$ cat config.mk
export PLATFORM = sky130hd
export DESIGN_NAME = load_current_pi_regulator_flat
export DESIGN_NICKNAME = d
export VERILOG_FILES = /design/src/hw/rtl/lcpi_pkg.sv /design/src/hw/rtl/lcpi_tick_if.sv /design/src/hw/rtl/lcpi_result_if.sv /design/src/hw/rtl/lcpi_setpoint.sv /design/src/hw/rtl/load_current_pi_regulator.sv /design/src/flat_wrapper.sv
export SDC_FILE = /design/constraint.sdc
export NUM_CORES = 2
export LEC_CHECK = 0
export BUFFER_PORTS_ARGS = -buffer_cell sky130_fd_sc_hd__buf_2
export CAP_MARGIN = 20
export CORE_ASPECT_RATIO = 0.5
export CORE_MARGIN = 3
export CORE_UTILIZATION = 40
export CTS_BUF_LIST = sky130_fd_sc_hd__clkbuf_16
export CTS_CLUSTER_SIZE = 8
export DETAILED_ROUTE_END_ITERATION = 6
export RECOVER_POWER = 25
export SKIP_CTS_REPAIR_TIMING = 1
export SLEW_MARGIN = 10
export SYNTH_ARGS = -nofsm -noshare
export SYNTH_HDL_FRONTEND = slang
export SYNTH_SLANG_ARGS = --single-unit
$ cat constraint.sdc
create_clock -name clk -period 22.3 [get_ports clk]
set_input_delay 2.23 -clock clk [delete_from_list [all_inputs] [get_ports clk]]
set_output_delay 2.23 -clock clk [all_outputs]
set_load 0.01 [all_outputs]
$ cat src/hw/rtl/lcpi_pkg.sv
`timescale 1ns / 1ps
// ----------------------------------------------------------------------------
// lcpi_pkg
// Types and constants shared by the load current regulator.
// ----------------------------------------------------------------------------
package lcpi_pkg;

  localparam int TARGET_W  = 12;
  localparam int MEAS_W    = 16;
  localparam int VOLT_W    = 16;
  localparam int DAC_W     = 8;
  localparam int CHARGE_W  = 32;
  localparam int POWER_W   = 28;
  localparam int OFFSET_W  = 12;
  localparam int INTEG_W   = 28;
  localparam int MAG_W     = 27;   // |integral| <= 2^26
  localparam int MAG5_W    = 29;   // 5 * |integral|
  localparam int QUOT_W    = 27;   // 5 * |integral| / 3
  localparam int RECIP_W   = 30;
  localparam int RECIP_SHIFT = 31;
  localparam int SP_W      = 29;   // signed setpoint before clamp
  localparam int CFG_IDX_W  = 2;
  localparam int CFG_DATA_W = 28;

  localparam logic signed [INTEG_W-1:0] INTEG_LIMIT = 28'sd67108864;
  // ceil(2^31 / 3), exact floor division for values below 2^31
  localparam logic [RECIP_W-1:0] RECIP_3 = 30'd715827883;
  localparam logic [DAC_W-1:0]   DAC_MAX = 8'd255;

  localparam logic [VOLT_W-1:0]   MIN_SOURCE_RST  = 16'd2000;
  localparam logic [POWER_W-1:0]  POWER_LIMIT_RST = 28'd15000000;
  localparam logic [OFFSET_W-1:0] OFFSET_RST      = 12'd2000;

  localparam logic [CFG_IDX_W-1:0] CFG_MIN_SOURCE  = 2'd0;
  localparam logic [CFG_IDX_W-1:0] CFG_POWER_LIMIT = 2'd1;
  localparam logic [CFG_IDX_W-1:0] CFG_OFFSET      = 2'd2;

  typedef enum logic [1:0] {
    CMD_NONE    = 2'd0,
    CMD_ENABLE  = 2'd1,
    CMD_DISABLE = 2'd2,
    CMD_CLEAR   = 2'd3
  } cmd_t;

  typedef struct packed {
    logic [TARGET_W-1:0]      target_current_ma;
    logic signed [MEAS_W-1:0] measured_current_mv;
    logic [VOLT_W-1:0]        source_voltage_mv;
    cmd_t                     command;
  } tick_t;

  typedef struct packed {
    logic [DAC_W-1:0]    coarse_dac;
    logic [DAC_W-1:0]    fine_dac;
    logic                output_on;
    logic [CHARGE_W-1:0] charge_total;
  } result_t;

  // control stage results handed to the setpoint stages
  typedef struct packed {
    logic [TARGET_W-1:0] target;
    logic                integ_neg;
    logic [MAG5_W-1:0]   integ_mag5;
    logic                output_on;
    logic [CHARGE_W-1:0] charge;
  } ctl_t;

endpackage

$ cat src/hw/rtl/lcpi_tick_if.sv
`timescale 1ns / 1ps
// ----------------------------------------------------------------------------
// lcpi_tick_if
// Request channel: one control tick per request.
// ----------------------------------------------------------------------------
interface lcpi_tick_if;
  logic            valid;
  logic            ready;
  lcpi_pkg::tick_t data;

  modport source (output valid, output data, input ready);
  modport sink (input valid, input data, output ready);
endinterface

$ cat src/hw/rtl/lcpi_result_if.sv
`timescale 1ns / 1ps
// ----------------------------------------------------------------------------
// lcpi_result_if
// Result channel: DAC codes, output state and charge total per tick.
// ----------------------------------------------------------------------------
interface lcpi_result_if;
  logic              valid;
  logic              ready;
  lcpi_pkg::result_t data;

  modport source (output valid, output data, input ready);
  modport sink (input valid, input data, output ready);
endinterface

$ cat src/hw/rtl/lcpi_setpoint.sv
`timescale 1ns / 1ps
// ----------------------------------------------------------------------------
// lcpi_setpoint
// Scales the integral by 5/3, forms the clamped setpoint and splits it into
// coarse and fine DAC codes. Two register stages, advancing together.
// ----------------------------------------------------------------------------
module lcpi_setpoint (
  input  logic                              clk,
  input  logic                              advance,
  input  lcpi_pkg::ctl_t                    ctl,
  input  logic [lcpi_pkg::OFFSET_W-1:0]     offset,
  output lcpi_pkg::result_t                 result
);

  logic [lcpi_pkg::MAG5_W+lcpi_pkg::RECIP_W-1:0] prod;
  logic [lcpi_pkg::QUOT_W-1:0]   quot;
  logic [lcpi_pkg::TARGET_W-1:0] target;
  logic                          integ_neg;
  logic                          output_on;
  logic [lcpi_pkg::CHARGE_W-1:0] charge;

  logic signed [lcpi_pkg::SP_W-1:0] sp;
  logic [lcpi_pkg::SP_W-2:0]        sp_pos;
  logic [lcpi_pkg::SP_W-2:0]        rem;
  logic [lcpi_pkg::DAC_W-1:0]       coarse;
  logic [lcpi_pkg::DAC_W-1:0]       fine;
  lcpi_pkg::result_t                result_next;

  // divide by 3 as multiply by reciprocal
  assign prod = {{lcpi_pkg::RECIP_W{1'b0}}, ctl.integ_mag5}
              * {{lcpi_pkg::MAG5_W{1'b0}}, lcpi_pkg::RECIP_3};

  always_ff @(posedge clk) begin
    if (advance) begin
      quot      <= prod[lcpi_pkg::RECIP_SHIFT +: lcpi_pkg::QUOT_W];
      target    <= ctl.target;
      integ_neg <= ctl.integ_neg;
      output_on <= ctl.output_on;
      charge    <= ctl.charge;
    end
  end

  always_comb begin
    // quotient of the magnitude, so truncation is toward zero
    sp = $signed({{(lcpi_pkg::SP_W-lcpi_pkg::TARGET_W){1'b0}}, target})
       + $signed({{(lcpi_pkg::SP_W-lcpi_pkg::OFFSET_W){1'b0}}, offset});
    if (integ_neg) begin
      sp = sp - $signed({{(lcpi_pkg::SP_W-lcpi_pkg::QUOT_W){1'b0}}, quot});
    end else begin
      sp = sp + $signed({{(lcpi_pkg::SP_W-lcpi_pkg::QUOT_W){1'b0}}, quot});
    end
    sp_pos = sp[lcpi_pkg::SP_W-1] ? '0 : sp[lcpi_pkg::SP_W-2:0];

    if (sp_pos[lcpi_pkg::SP_W-2:12] != '0) begin
      coarse = lcpi_pkg::DAC_MAX;
    end else begin
      coarse = sp_pos[11:4];
    end
    rem = sp_pos - {{(lcpi_pkg::SP_W-1-lcpi_pkg::DAC_W-4){1'b0}}, coarse, 4'b0000};
    if (rem[lcpi_pkg::SP_W-2:10] != '0) begin
      fine = lcpi_pkg::DAC_MAX;
    end else begin
      fine = rem[9:2];
    end

    result_next.coarse_dac   = output_on ? coarse : '0;
    result_next.fine_dac     = output_on ? fine : '0;
    result_next.output_on    = output_on;
    result_next.charge_total = charge;
  end

  always_ff @(posedge clk) begin
    if (advance) begin
      result <= result_next;
    end
  end

endmodule

$ cat src/hw/rtl/load_current_pi_regulator.sv
`timescale 1ns / 1ps
// ----------------------------------------------------------------------------
// load_current_pi_regulator
// Feed-forward plus integral current regulator for an electronic load.
// ----------------------------------------------------------------------------
// Takes one request per clock while not stalled and returns its result
// through a three-stage pipeline: the control stage (command, integral,
// shutdown checks, charge total), the 5/3 integral scaling multiply, and the
// setpoint clamp and DAC split in the result register. The integral and
// enable state close their loop in the control stage, so back-to-back
// requests see each other's state. The whole pipeline holds while a result
// waits to be taken, and ready drops only then. Write the configuration
// registers only while no request is in flight: the offset is applied in
// the last stage, as the result register loads.
module load_current_pi_regulator #(
  parameter int ACCUM_TICKS = 100
) (
  input  logic                              clk,
  input  logic                              rst,
  lcpi_tick_if.sink                         tick,
  lcpi_result_if.source                     result,
  input  logic                              cfg_we,
  input  logic [lcpi_pkg::CFG_IDX_W-1:0]    cfg_index,
  input  logic [lcpi_pkg::CFG_DATA_W-1:0]   cfg_data
);

  localparam int TICK_W = $clog2(ACCUM_TICKS + 1);

  logic [lcpi_pkg::VOLT_W-1:0]   min_source_mv;
  logic [lcpi_pkg::POWER_W-1:0]  power_limit;
  logic [lcpi_pkg::OFFSET_W-1:0] setpoint_offset_mv;

  logic                                 enabled;
  logic signed [lcpi_pkg::INTEG_W-1:0]  integral;
  logic [TICK_W-1:0]                    tick_cnt;
  logic [lcpi_pkg::CHARGE_W-1:0]        charge;

  logic                                 enabled_next;
  logic signed [lcpi_pkg::INTEG_W-1:0]  integral_next;
  logic [TICK_W-1:0]                    tick_cnt_next;
  logic [lcpi_pkg::CHARGE_W-1:0]        charge_next;

  logic                                 en_cmd;
  logic [lcpi_pkg::CHARGE_W-1:0]        charge_base;
  logic [lcpi_pkg::TARGET_W-1:0]        target;
  logic signed [lcpi_pkg::INTEG_W:0]    integ_raw;
  logic signed [lcpi_pkg::INTEG_W-1:0]  integ_sat;
  logic [lcpi_pkg::MAG_W-1:0]           integ_mag;
  logic [lcpi_pkg::POWER_W-1:0]         power;
  logic                                 shutdown;

  lcpi_pkg::ctl_t ctl_next;
  lcpi_pkg::ctl_t ctl;
  logic           ctl_valid;
  logic           sp_valid;
  logic           advance;
  logic           accept;

  assign advance     = !result.valid || result.ready;
  assign tick.ready  = advance;
  assign accept      = tick.valid && advance;

  // configuration writes
  always_ff @(posedge clk) begin
    if (rst) begin
      min_source_mv      <= lcpi_pkg::MIN_SOURCE_RST;
      power_limit        <= lcpi_pkg::POWER_LIMIT_RST;
      setpoint_offset_mv <= lcpi_pkg::OFFSET_RST;
    end else if (cfg_we) begin
      unique case (cfg_index)
        lcpi_pkg::CFG_MIN_SOURCE:  min_source_mv      <= cfg_data[lcpi_pkg::VOLT_W-1:0];
        lcpi_pkg::CFG_POWER_LIMIT: power_limit        <= cfg_data[lcpi_pkg::POWER_W-1:0];
        lcpi_pkg::CFG_OFFSET:      setpoint_offset_mv <= cfg_data[lcpi_pkg::OFFSET_W-1:0];
        default: ;
      endcase
    end
  end

  // control stage
  always_comb begin
    en_cmd      = enabled;
    charge_base = charge;
    unique case (tick.data.command)
      lcpi_pkg::CMD_ENABLE:  en_cmd = 1'b1;
      lcpi_pkg::CMD_DISABLE: en_cmd = 1'b0;
      lcpi_pkg::CMD_CLEAR:   charge_base = '0;
      default: ;
    endcase

    target = en_cmd ? tick.data.target_current_ma : '0;

    integ_raw = {integral[lcpi_pkg::INTEG_W-1], integral}
              + $signed({{(lcpi_pkg::INTEG_W+1-lcpi_pkg::TARGET_W){1'b0}}, target})
              - $signed({{(lcpi_pkg::INTEG_W+1-lcpi_pkg::MEAS_W)
                           {tick.data.measured_current_mv[lcpi_pkg::MEAS_W-1]}},
                         tick.data.measured_current_mv});
    if (integ_raw > $signed({lcpi_pkg::INTEG_LIMIT[lcpi_pkg::INTEG_W-1],
                             lcpi_pkg::INTEG_LIMIT})) begin
      integ_sat = lcpi_pkg::INTEG_LIMIT;
    end else if (integ_raw < -$signed({lcpi_pkg::INTEG_LIMIT[lcpi_pkg::INTEG_W-1],
                                      lcpi_pkg::INTEG_LIMIT})) begin
      integ_sat = -lcpi_pkg::INTEG_LIMIT;
    end else begin
      integ_sat = integ_raw[lcpi_pkg::INTEG_W-1:0];
    end
    integ_mag = integ_sat[lcpi_pkg::INTEG_W-1]
              ? lcpi_pkg::MAG_W'(-integ_sat) : lcpi_pkg::MAG_W'(integ_sat);

    power    = {{(lcpi_pkg::POWER_W-lcpi_pkg::VOLT_W){1'b0}}, tick.data.source_voltage_mv}
             * {{(lcpi_pkg::POWER_W-lcpi_pkg::TARGET_W){1'b0}}, target};
    shutdown = (tick.data.source_voltage_mv < min_source_mv) || (power > power_limit);
    enabled_next = en_cmd && !shutdown;

    integral_next = enabled_next ? integ_sat : '0;
    tick_cnt_next = tick_cnt;
    charge_next   = charge_base;
    if (enabled_next) begin
      if (tick_cnt >= TICK_W'(ACCUM_TICKS)) begin
        charge_next   = charge_base
                      + {{(lcpi_pkg::CHARGE_W-lcpi_pkg::MEAS_W)
                          {tick.data.measured_current_mv[lcpi_pkg::MEAS_W-1]}},
                         tick.data.measured_current_mv};
        tick_cnt_next = '0;
      end else begin
        tick_cnt_next = tick_cnt + TICK_W'(1);
      end
    end

    ctl_next.target     = target;
    ctl_next.integ_neg  = integ_sat[lcpi_pkg::INTEG_W-1];
    ctl_next.integ_mag5 = {integ_mag, 2'b00} + {2'b00, integ_mag};
    ctl_next.output_on  = enabled_next;
    ctl_next.charge     = charge_next;
  end

  always_ff @(posedge clk) begin
    if (rst) begin
      enabled      <= 1'b0;
      integral     <= '0;
      tick_cnt     <= '0;
      charge       <= '0;
      ctl_valid    <= 1'b0;
      sp_valid     <= 1'b0;
      result.valid <= 1'b0;
    end else if (advance) begin
      ctl_valid    <= tick.valid;
      sp_valid     <= ctl_valid;
      result.valid <= sp_valid;
      if (tick.valid) begin
        enabled  <= enabled_next;
        integral <= integral_next;
        tick_cnt <= tick_cnt_next;
        charge   <= charge_next;
      end
    end
  end

  always_ff @(posedge clk) begin
    if (accept) begin
      ctl <= ctl_next;
    end
  end

  lcpi_setpoint u_setpoint (
    .clk     (clk),
    .advance (advance),
    .ctl     (ctl),
    .offset  (setpoint_offset_mv),
    .result  (result.data)
  );

`ifndef SYNTHESIS
  a_integral_range: assert property (@(posedge clk) disable iff (rst)
    integral <= lcpi_pkg::INTEG_LIMIT && integral >= -lcpi_pkg::INTEG_LIMIT)
    else $error("integral outside saturation limits");

  a_tick_range: assert property (@(posedge clk) disable iff (rst)
    tick_cnt <= TICK_W'(ACCUM_TICKS))
    else $error("tick counter past accumulation period");

  a_disable_cmd: assert property (@(posedge clk) disable iff (rst)
    accept && tick.data.command == lcpi_pkg::CMD_DISABLE |=> !enabled && integral == '0)
    else $error("disable request left output enabled");

  a_off_dac_zero: assert property (@(posedge clk) disable iff (rst)
    result.valid && !result.data.output_on |->
      result.data.coarse_dac == '0 && result.data.fine_dac == '0)
    else $error("dac codes nonzero while output off");
`endif

endmodule
$ cat src/flat_wrapper.sv
// flat-port wrapper written by rule: the top's interface ports become plain ports
module load_current_pi_regulator_flat 
#(
  parameter int ACCUM_TICKS = 100
)
  (clk, rst, cfg_we, cfg_index, cfg_data, tick_valid, tick_data, tick_ready, result_valid, result_data, result_ready);
  lcpi_tick_if tick_i ();
  lcpi_result_if result_i ();
  input  logic clk;
  input  logic rst;
  input  logic cfg_we;
  input  logic [lcpi_pkg::CFG_IDX_W-1:0] cfg_index;
  input  logic [lcpi_pkg::CFG_DATA_W-1:0] cfg_data;
  input wire logic [$bits(tick_i.valid)-1:0] tick_valid;
  input wire logic [$bits(tick_i.data)-1:0] tick_data;
  output wire logic [$bits(tick_i.ready)-1:0] tick_ready;
  output wire logic [$bits(result_i.valid)-1:0] result_valid;
  output wire logic [$bits(result_i.data)-1:0] result_data;
  input wire logic [$bits(result_i.ready)-1:0] result_ready;
  assign tick_i.valid = tick_valid;
  assign tick_i.data = tick_data;
  assign tick_ready = tick_i.ready;
  assign result_valid = result_i.valid;
  assign result_data = result_i.data;
  assign result_i.ready = result_ready;
  load_current_pi_regulator #(.ACCUM_TICKS(ACCUM_TICKS)) u_core (.clk(clk), .rst(rst), .tick(tick_i), .result(result_i), .cfg_we(cfg_we), .cfg_index(cfg_index), .cfg_data(cfg_data));
endmodule
## Word-level counts from Yosys, hierarchy flattened

Index checks and enable logic that the tools add are counted.

| storage, ports and cells | value |
|---|---|
| flip-flop bits (word level) | 324 |
| bits in latches | 0 |
| bits in writable memories | 0 |
| memory bits (read-only) | 0 |
| input port bits | 81 |
| output and inout port bits | 51 |
| logic and storage cells | 74 |
| memories kept | 0 |

| operators by class | value |
|---|---|
| add/sub/neg operators | 10 |
| $mul | 2 |
| divide/modulo/power cells | 0 |
| $lt $le $gt $ge | 5 |
| equality and inequality tests | 5 |
| shift-type cells | 0 |
| muxes and demuxes | 14 |
| bitwise gates (word level) | 0 |
| reductions and logical operators | 14 |

Operators with widths:

| kind | number |
|---|---|
| 2-to-1 mux 28 bit | 4 |
| 2-to-1 mux 32 bit | 3 |
| multiplier 29 x 30 -> 58 bit, second input constant | 1 |
| adder 32 bit | 1 |
| adder 28 x 13 -> 29 bit | 1 |
| adder 29 x 27 -> 29 bit | 1 |
| > comparator 29 x 28 -> 1 bit, second input constant | 1 |
| < comparator 29 x 27 -> 1 bit, second input constant | 1 |
| 2-to-1 mux 29 bit | 1 |
| subtractor 29 bit | 1 |
| adder 13 x 27 -> 28 bit | 1 |
| > comparator 28 bit | 1 |
| multiplier 16 x 12 -> 28 bit | 1 |
| subtractor 13 x 27 -> 28 bit | 1 |
| subtractor 28 x 12 -> 28 bit | 1 |
| 2-to-1 mux 27 bit | 1 |
| negation 27 bit | 1 |
| nonzero test 18 bit | 1 |
| < comparator 16 bit | 1 |
| 2-to-1 mux 8 bit | 2 |
| nonzero test 16 bit | 1 |
| adder 12 x 12 -> 13 bit | 1 |
| 2-to-1 mux 12 bit | 1 |
| AND reduction 2 bit | 4 |
| other kinds (11) | 17 |

## Longest topological paths before layout

| logic depth | value |
|---|---|
| word-level depth | 11 |
| gate-level depth with buffers | 46 |
| mapped depth without buffers | 42 |

## Modules after synthesis

A second synthesis with hierarchy kept.

| second synthesis, totals | value |
|---|---|
| cells, all modules | 3891 |
| area, all modules | 36750.2 µm² |

Modules (own cells, without submodules):

| module | instances | cells an instance | area each (µm²) | seq. area each (µm²) |
|---|---|---|---|---|
| load_current_pi_regulator | 1 | 2344 | 20099.3 | 4794.6 |
| lcpi_setpoint | 1 | 1547 | 16651.0 | 3663.5 |

## Worst setup path after synthesis

No wires, ideal clock.

| timing path | value |
|---|---|
| path kind | input -> register |
| start point | input tick_data[1] |
| end point | register u_core.ctl[61] (netlist name) |
| library setup time | 0.267 ns |
| data arrival time | 11.284 ns |
| required time | 22.033 ns |
| path slack | 10.748 ns |
| cell stages on the path | 40 |
| buffers on the path | 5 |
| cell sequence | inv_1 > ha_1 > mux2i_1 > clkbuf_1 > nor2b_1 > clkbuf_1 > clkbuf_1 > fa_1 > fa_1 > xor2_1 > or3_1 > or3_1 > or3_1 > or3_1 > or3b_1 > or4b_4 > o41ai_4 > a21o_2 > [4 not listed] > a21oi_1 > a32o_1 > ha_1 > inv_1 > fa_1 > nor2b_1 > o21a_1 > o21ai_0 > o2bb2ai_1 > nor2_1 > o21ai_0 > a211o_1 > o21ai_0 > a21boi_0 > o21ai_0 > o31a_1 > o21ai_1 > xnor2_1 |

RTL lines:

| element | RTL line | text |
|---|---|---|
| start: declaration | flat_wrapper.sv:15 | `input wire logic [$bits(tick_i.data)-1:0] tick_data;` |

==> results_dict.tcl <==
set metrics [dict create \
    critPathArrivalTime_ps 12230 \
    r2r-end "u_core.ctl[61]$_DFFE_PP_" \
    htree_num_levels 2 \
    worstHoldPathType "flop to flop" \
    clock-sinks 324 \
    setup_violations 0 \
    finalCritPeriodShare_pct 53.48 \
    synth-edff-count 197 \
    dr.first_iter.drc_count 1478 \
    relSlewSlack_pct -91.63 \
    cp_max_fo 23 \
    skew_ps 51.92 \
    vias 27027 \
    drc_errors 0 \
    crit_slowest_cell "mux2i_2" \
    grt_max_degree 78 \
    fin_setup_tns_ps 0 \
    die_h_um 219.0 \
    synth_most_common_cell "inv_1" \
    dpl_cell_area_sq_um 38290 \
    outcome "finished, violations left" \
    synth_top_cell_by_area "fa_1" \
    r2r_setup_slack_ps 12130 \
    cts_root_buf "clkbuf_16" \
    portBuffers 131 \
    core_area_sq_um 89120 \
    wl_um 88990 \
    overflow 0 \
    slew_viol_final 88 \
    ys_types 91 \
    tritoncts "yes" \
    drtAntennaViolNets 0 \
    violations "capacitance limit, slew limit" \
    seq_area_frac_synth_pct 23.30 \
    cap_violations 2 \
    hold_violations 0 \
    cts_buffers 48 \
    critPathRequiredTime_ps 22600 \
    fmax_mhz 83.85 \
    gp_congestion 0.9250 \
    r2r_cells 34 \
    initial_core_util_pct 40.74 \
    nets 4937 \
    whs_ps 400.2 \
    grt_pass1_wl_um 147800 \
    worst_slew_pin_slew_ps 2859 \
    clock_latency_ps 620 \
    fin_area_sq_um 39690 \
    crit_path_end_kind "flop" \
    r2r-start "u_core.enabled$_SDFFE_PP0P_" \
    hpwl_um 71350 \
    grt_setup_unrepaired "false" \
    synth_nets 4828 \
    critPathLaunchType "input pin" \
    hold_start "u_core.ctl[30]$_DFFE_PP_" \
    clockBufferDepth 3 \
    netlist.area_leader.share_pct 20.73 \
    synth_area_leaders "fa_1 (21%), ha_1 (18%), edfxtp_1 (16%)" \
    yosysWarnings 0 \
    path_class "input pin to flop" \
    final_util_pct 44.53 \
    holdPathEnd "u_core.u_setpoint.charge[30]$_DFFE_PN_" \
    netlist_area_sq_um 36300 \
    wl_per_cell_um 17.17 \
    ys_seq_elements 324 \
    syn_inst 3852 \
    synth.avg_cell_area_sq_um 9.424 \
    min_path_cells 0 \
    clk_pin_slew_ps 60 \
    antenna_found_initial 4 \
    slowest_delay_ps 720 \
    area_growth_pct 9.320 \
    viasPerCell 5.215 \
    synth-async-reset-ratio_pct 0 \
    dr.pass1.iters 6 \
    grt_pass1_vias 27785 \
    drive_gt1_share_pct 7.207 \
    row_count 77 \
    synth_commonest_cells "inv_1 (635), ha_1 (519), nand2_1 (389), fa_1 (376), nor2_1 (220)" \
    die_area_sq_um 94630 \
    die_x_um 432.0 \
    synth_flop_cell "edfxtp_1" \
    grt_usage_pct 19.39 \
    min_period_ps 11930 \
    io_pins 132 \
]
## placed cells by master (no fill, tap or decap), types with 13 or more instances in the layout
cell type / n
o21bai_1: 17
mux2_2: 30
fa_1: 376
a31oi_1: 13
o21a_1: 32
inv_1: 662
buf_4: 30
nor3_1: 78
dfxtp_1: 127
o211ai_1: 19
nand3_1: 45
a21oi_1: 215
o21ai_0: 114
nand2b_1: 32
nand4_1: 25
xor2_1: 50
buf_2: 130
or3_1: 21
and3_1: 23
and2_1: 69
edfxtp_1: 197
nor2b_1: 72
clkbuf_16: 48
a21o_1: 61
a211oi_1: 21
nor2_1: 219
or2_2: 16
ha_1: 519
o31ai_1: 14
nand2_1: 388
xnor2_1: 117
## registers in the layout, indices dropped and copies added (netlist names)
signal and flops:
u_core.charge 32, u_core.ctl 75, u_core.ctl_valid 1, u_core.enabled 1, u_core.integral 28, u_core.min_source_mv 16
u_core.power_limit 28, u_core.result.valid 1, u_core.setpoint_offset_mv 12, u_core.sp_valid 1, u_core.tick_cnt 7, u_core.u_setpoint.charge 32
u_core.u_setpoint.integ_neg 1, u_core.u_setpoint.output_on 1, u_core.u_setpoint.quot 27, u_core.u_setpoint.result 49, u_core.u_setpoint.target 12
## per-layer routing
metal / global-route usage [%] / wire length [um] / vias up
met5: 0 / 18 / -
met1: 26.89 / 41310 / 13211
li1: - / - / 13119
met3: 2.565 / 4464 / 127
met2: 31.94 / 40830 / 566
met4: 5.226 / 2366 / 4
## per-stage QoR
step	setup WS [ps]	instances
after floorplan	10750	3852
final	10370	5183
after global placement	9955	5095
after CTS	10440	5180
after global routing	9684	5181
after detailed placement	9813	5095
## cell families after synthesis
kind of cell    after synthesis  synth area share (%)
mux                          37                 1.124
flops                       324                 23.30
buf+inv                     742                 7.769
fa+ha+maj                   895                 38.62
xor+xnor                    167                 4.029
simple gates               1043                 13.63
compound gates              644                 11.53
## final cells by class
type                    count  area, sq um
flip-flops and latches    324         8458
clock inverters            37        202.7
clock buffers              48         1201
well taps                1185         1483
repair buffers            164        890.9
inverters                 637         2395
multi-input cells        2786        25050
fillers                  8544        49430
diodes                      2        5.005
## how the worst max path moves through the flow
stage / from / endpoint / cells after the start
CTS: tick_data[1] / u_core.ctl[61]$_DFFE_PP_ / 37
floorplan: tick_data[1] / u_core.ctl[61]$_DFFE_PP_ / 40
global placement: tick_data[1] / u_core.ctl[61]$_DFFE_PP_ / 37
detailed placement: tick_data[1] / u_core.ctl[61]$_DFFE_PP_ / 37
global route: tick_data[1] / u_core.ctl[61]$_DFFE_PP_ / 38
finish: tick_data[1] / u_core.ctl[61]$_DFFE_PP_ / 37
## worst max-delay path, delay by kind of cell
family	cells	cell delay, ps
buffers and inverters	4	440
xor gates and xnor gates	2	370
muxes	1	720
and+or+nand+nor	10	2970
adders and majority gates	6	2260
AOI/OAI and AO/OA	14	3240
Power is left out: the tool's default activity adds up to more than one toggle a clock period on the data nets, which glitch-free logic cannot reach.
